### config.mk
export PLATFORM = sky130hd
export DESIGN_NAME = dmrm_front
export DESIGN_NICKNAME = d
export VERILOG_FILES = /design/src/hdl/dmrm_pkg.sv /design/src/hdl/dmrm_front.sv
export SDC_FILE = /design/constraint.sdc
export NUM_CORES = 1
export LEC_CHECK = 0
export ABC_AREA = 1
export BUFFER_PORTS_ARGS = -buffer_cell sky130_fd_sc_hd__buf_2
export CAP_MARGIN = 0
export CORE_UTILIZATION = 56
export CTS_CLUSTER_SIZE = 40
export DETAILED_ROUTE_END_ITERATION = 6
export GPL_ROUTABILITY_DRIVEN = 0
export PLACE_DENSITY = 0.85
export RECOVER_POWER = 50
export SYNTH_ARGS = -nofsm -noshare
export SYNTH_HDL_FRONTEND = slang
export SYNTH_SLANG_ARGS = --single-unit
### constraint.sdc
create_clock -name i_clk -period 10.1 [get_ports i_clk]
set_input_delay 3.03 -clock i_clk [delete_from_list [all_inputs] [get_ports i_clk]]
set_output_delay 3.03 -clock i_clk [all_outputs]
set_load 0.02 [all_outputs]
### src/hdl/dmrm_pkg.sv
// Shared constants, types and helpers of the dense matrix row multiply block.
// No dependencies.
package dmrm_pkg;

    localparam int MAX_N      = 32;
    localparam int IDX_W      = 5;
    localparam int N_W        = $clog2(MAX_N + 1);
    localparam int ELEM_BITS  = 16;
    localparam int ACC_BITS   = 37;
    localparam int PROD_W     = 2 * ELEM_BITS;
    localparam int B_DEPTH    = MAX_N * MAX_N;
    localparam int B_ADDR_W   = $clog2(B_DEPTH);
    localparam int FIFO_DEPTH = 2;
    localparam int FIFO_AW    = $clog2(FIFO_DEPTH);
    localparam int FIFO_CW    = $clog2(FIFO_DEPTH + 1);

    localparam int S_TDATA_W  = ((2 * IDX_W + ELEM_BITS + 7) / 8) * 8;
    localparam int M_TDATA_W  = ((2 * IDX_W + ACC_BITS + 7) / 8) * 8;

    localparam int SIZE_W     = 6;
    localparam logic [SIZE_W-1:0] SIZE_RESET = SIZE_W'(32);
    localparam int PADDR_W    = 3;
    localparam int PDATA_W    = 32;
    localparam int REG_IDX_W  = PADDR_W - 2;
    localparam logic [REG_IDX_W-1:0] REG_SIZE_IN_USE = REG_IDX_W'(0);

    localparam logic ACT_LOAD_B = 1'b0;
    localparam logic ACT_A_ELEM = 1'b1;

    typedef struct packed {
        logic                        is_a;
        logic                        is_last;
        logic [IDX_W-1:0]            row;
        logic [IDX_W-1:0]            col;
        logic signed [ELEM_BITS-1:0] value;
    } t_op;

    typedef enum logic [1:0] {
        ST_IDLE,
        ST_MAC,
        ST_DRAIN,
        ST_EMIT
    } t_state;

    function automatic logic [B_ADDR_W-1:0] b_addr(input logic [IDX_W-1:0] row,
                                                    input logic [IDX_W-1:0] col);
        b_addr = B_ADDR_W'(int'(row) * MAX_N + int'(col));
    endfunction

endpackage

### src/hdl/dmrm_front.sv
// Front end: accepts input requests, drops out-of-range ones, queues the rest.
// Depends on dmrm_pkg.
module dmrm_front (
    input  logic                           i_clk,
    input  logic                           i_rst_n,
    input  logic [dmrm_pkg::N_W-1:0]       i_n_eff,
    input  logic                           i_s_tvalid,
    output logic                           o_s_tready,
    input  logic [dmrm_pkg::S_TDATA_W-1:0] i_s_tdata,
    input  logic                           i_s_tuser,
    output dmrm_pkg::t_op                  o_op,
    output logic                           o_op_valid,
    input  logic                           i_op_ready
);

    localparam int IW = dmrm_pkg::IDX_W;
    localparam int EW = dmrm_pkg::ELEM_BITS;

    dmrm_pkg::t_op                     r_q [dmrm_pkg::FIFO_DEPTH];
    logic [dmrm_pkg::FIFO_AW-1:0]      r_wptr;
    logic [dmrm_pkg::FIFO_AW-1:0]      r_rptr;
    logic [dmrm_pkg::FIFO_CW-1:0]      r_count;

    logic [IW-1:0] row;
    logic [IW-1:0] col;
    logic          keep;
    logic          push;
    logic          pop;
    dmrm_pkg::t_op op_in;

    assign row = i_s_tdata[IW-1:0];
    assign col = i_s_tdata[2*IW-1:IW];

    always_comb begin
        op_in.is_a    = (i_s_tuser == dmrm_pkg::ACT_A_ELEM);
        op_in.is_last = (col == IW'(i_n_eff - 1'b1));
        op_in.row     = row;
        op_in.col     = col;
        op_in.value   = i_s_tdata[2*IW+EW-1:2*IW];
        if (op_in.is_a) begin
            keep = (dmrm_pkg::N_W'(row) < i_n_eff) && (dmrm_pkg::N_W'(col) < i_n_eff);
        end else begin
            keep = (int'(row) < dmrm_pkg::MAX_N) && (int'(col) < dmrm_pkg::MAX_N);
        end
    end

    assign o_s_tready = (r_count != dmrm_pkg::FIFO_CW'(dmrm_pkg::FIFO_DEPTH));
    assign o_op_valid = (r_count != '0);
    assign o_op       = r_q[r_rptr];
    assign push       = i_s_tvalid && o_s_tready && keep;
    assign pop        = o_op_valid && i_op_ready;

    always_ff @(posedge i_clk) begin
        if (!i_rst_n) begin
            r_wptr  <= '0;
            r_rptr  <= '0;
            r_count <= '0;
        end else begin
            if (push) begin
                r_wptr <= r_wptr + 1'b1;
            end
            if (pop) begin
                r_rptr <= r_rptr + 1'b1;
            end
            if (push && !pop) begin
                r_count <= r_count + 1'b1;
            end else if (pop && !push) begin
                r_count <= r_count - 1'b1;
            end
        end
    end

    always_ff @(posedge i_clk) begin
        if (push) begin
            r_q[r_wptr] <= op_in;
        end
    end

endmodule

==> metrics.md <==
| Metric | Value |
|---|---|
| Status | finished with violations |
| Failing checks | design-rule violations |
| Share of flip-flops with an asynchronous set or reset | 0% |
| Post-synth EDFFs | 56 |
| Synthesized flop and latch total | 61 |
| Via count | 1604 |
| Worst-skew pair later-pin latency | 320 ps |
| Fin cells | 312 |
| Critical Path Start Type | primary input |
| Crit path cell chain | clkbuf_1 -> ha_1 -> a21oi_1 -> nor2_1 -> nor2_1 -> nand2_1 -> nand2_1 -> nand3_2 -> inv_1 |
| Via density per instance | 5.14 |
| Root Buffer | clkbuf_8 |
| Mapped Avg Cell Area | 14.7 um2 |
| Max-slew violation count | 0 |
| Worst r2r src | r_count[0] |
| FF-to-FF path depth | 4 |
| Post-synth net total | 233 |
| Top cell type's share of synthesized area | 63.8% |
| Hold endpoint | r_rptr |
| Port bufs | 66 |
| Cell area after layout | 3130 um2 |
| Clock slew at reported path FFs | 60 ps |
| CTS sink count | 61 |
| Synth warn | 0 |
| Max VDD drop | 0.0928 mV |
| Setup tns final | 0 ps |
| Initial antenna violation count | 0 |
| Routed WL | 4290 um |
| Global-route wire length before repair | 6710 um |
| Width of the die | 70.6 um |
| Post-synth top flop | edfxtp_1 |
| Max cap viols | 0 |
| Clock group share of total power | 23.6% |
| Die area | 4980 um2 |
| Initial DRC count | 65 |
| Slowest cell on crit path | inv_1 |
| Synthesized cell area | 2630 um2 |
| Share of layout cells above drive strength 1 | 32.7% |
| Fin. Hold Viols | 0 |
| Worst Path Max Fanout | 28 |
| Worst Path Required | 10030 ps |
| Distinct cell type count after synthesis | 24 |
| Largest net degree at the start of global routing | 29 |
| Reg2reg setup slack | 8210 ps |
| ANT cells | 0 |
| Placed cell count | 296 |
| TritonCTS Buffers | 9 |
| Initial Util | 59.3% |
| Min-delay worst type | flop to flop |
| Psw | 221 uW |
| Max clock buf depth | 2 |
| DRC viols | 10 |
| Final design utilization | 70.4% |
| RSZ-0062 raised after global routing | no |
| Top post-synthesis cells by area | edfxtp_1 (64%), mux2_2 (12%), ha_1 (5.2%), dfxtp_1 (3.8%), nand2_1 (3.1%) |
| Fill count | 331 |
| Slew margin rel. | 26.7% |
| Seq/Total Area, Yosys | 67.6% |
| Post-placement cell area | 3020 um2 |
| Fin crit period | 4970 ps |
| Global route overflow | 0 |
| WS Path Type | primary input to flop |
| Seq pwr share | 47.4% |
| Final setup vio count | 0 |
| Htree depth | 3 |
| Cell Rows | 24 |
| DP HPWL | 2950 um |
| Clock Skews | 6.46 ps |
| Setup Fix Bufs, Post-CTS | 0 |
| Die Span Y | 70.6 um |
| Post_cts resized | 0 |
| Layout area overhead | 18.9% |
| RR Endpoint | r_q[1][12] |
| Critical path arrival | 4900 ps |
| Antenna Nets Post-Route | 0 |
| Power density cells | 224 nW/um2 |
| Fmax achieved | 201 MHz |
| Cell-internal power | 482 uW |
| Pleak | 1.23 nW |
| Area leader, netlist | edfxtp_1 |
| Wire length per cell | 13.8 um |
| Global-route total usage across every layer | 18.8% |
| Comb power frac | 29.0% |
| Sw Ratio | 31.4% |
| Core ar. | 4440 um2 |
| Tcrit/Tclk final | 49.2% |
| Syn Inst Count | 179 |
| Hold depth | 2 |
| Hold_sp | r_rptr |
| Nets | 309 |
| Setup crit end kind | flop |
| Worst slew pin tran | 1100 ps |
| Total Power | 703 uW |
| Crit-path max cell delay | 800 ps |
| Cts hold-fix bufs | 0 |
| 1st-pass router iterations | 6 |
| Vias in the first global route | 1465 |
| # IOs | 73 |
| CTS tree | yes |
-- per-stage QoR --
stage	setup WS, ps	hold slack (ps)
6_report	5130	491
3_3_place_gp	4810	462
5_1_grt	4990	526
2_1_floorplan	4650	453
4_1_cts	5170	502
3_5_place_dp	4830	469
-- Yosys cell counts, types with 4 or more instances --
cell type / number
mux2_2: 28
a21oi_1: 9
nor2_1: 6
edfxtp_1: 56
nand2_1: 22
dfxtp_1: 5
o21ai_0: 4
ha_1: 11
inv_1: 18
-- metal layers --
layer | share of wire, % | track usage [%] | routed length (um) | vias up
li1 | - | - | - | 794
met1 | 42 | 23.1 | 1810 | 747
met2 | 50 | 29.8 | 2130 | 56
met3 | 6.3 | 5.84 | 270 | 7
met4 | 1.9 | 10.9 | 82 | 0
met5 | 0 | 0 | 0 | -
-- state kept, by name (all words and copies together), names as in the netlist, named ones only --
| name | flops |
|---|---|
| r_count | 2 |
| r_wptr | 1 |
| r_q | 56 |
| r_rptr | 1 |
-- power by group through the flow --
stage / Sequential, mW / Combinational [mW] / Clock (mW)
after floorplan: 0.331 / 0.157 / 0
after global placement: 0.337 / 0.206 / 0
after detailed placement: 0.339 / 0.209 / 0
after CTS: 0.334 / 0.211 / 0.172
after global routing: 0.337 / 0.220 / 0.182
final: 0.333 / 0.204 / 0.166
-- layout by cell type, fill, tap and decap left out, types with 4 or more instances in the layout --
cell	instances
edfxtp_1	56
buf_2	39
clkbuf_1	30
mux2_2	27
nand2_1	23
inv_1	18
ha_1	11
a21oi_1	9
clkbuf_8	9
nor2_1	5
o21ai_0	5
dfxtp_1	5
clkinv_1	4
-- cells by family after synthesis --
family	after synthesis	share of synthesized area [%]
flops	61	67.6
simple gates	35	5.75
mux	28	12.0
buf+inv	22	3.85
compound gates	18	4.23
fa+ha+maj	11	5.23
xor+xnor	4	1.33
-- critical path: cells and delay by family --
kind | cells | cell delay, ps
compound gates | 1 | 170
buf+inv | 2 | 1000
simple gates | 5 | 400
fa+ha+maj | 1 | 290
-- how the worst max path moves through the flow --
stage                  from         end  slack (ps)  depth (start not counted)
6_report       i_s_tdata[6]  r_q[1][12]        5130                          9
5_1_grt        i_s_tdata[6]  r_q[0][21]        4990                         10
4_1_cts          i_n_eff[3]  r_q[0][16]        5170                         13
3_5_place_dp     i_n_eff[3]  r_q[1][13]        4830                         12
3_3_place_gp     i_n_eff[3]  r_q[1][14]        4810                         12
2_1_floorplan    i_n_eff[4]   r_q[0][0]        4650                         11
-- layout make-up --
| type | instances | area [um2] | area share (%) |
|---|---|---|---|
| sequential | 61 | 1780 | 56.9 |
| tap | 52 | 65.1 | 2.08 |
| timing repair buffer | 68 | 312 | 9.95 |
| inverter | 19 | 71.3 | 2.28 |
| multi-input combinational | 96 | 751 | 24.0 |
| clock inverter | 4 | 15.0 | 0.480 |
| clock buffer | 12 | 135 | 4.32 |
(Power assumes the default switching activity.)
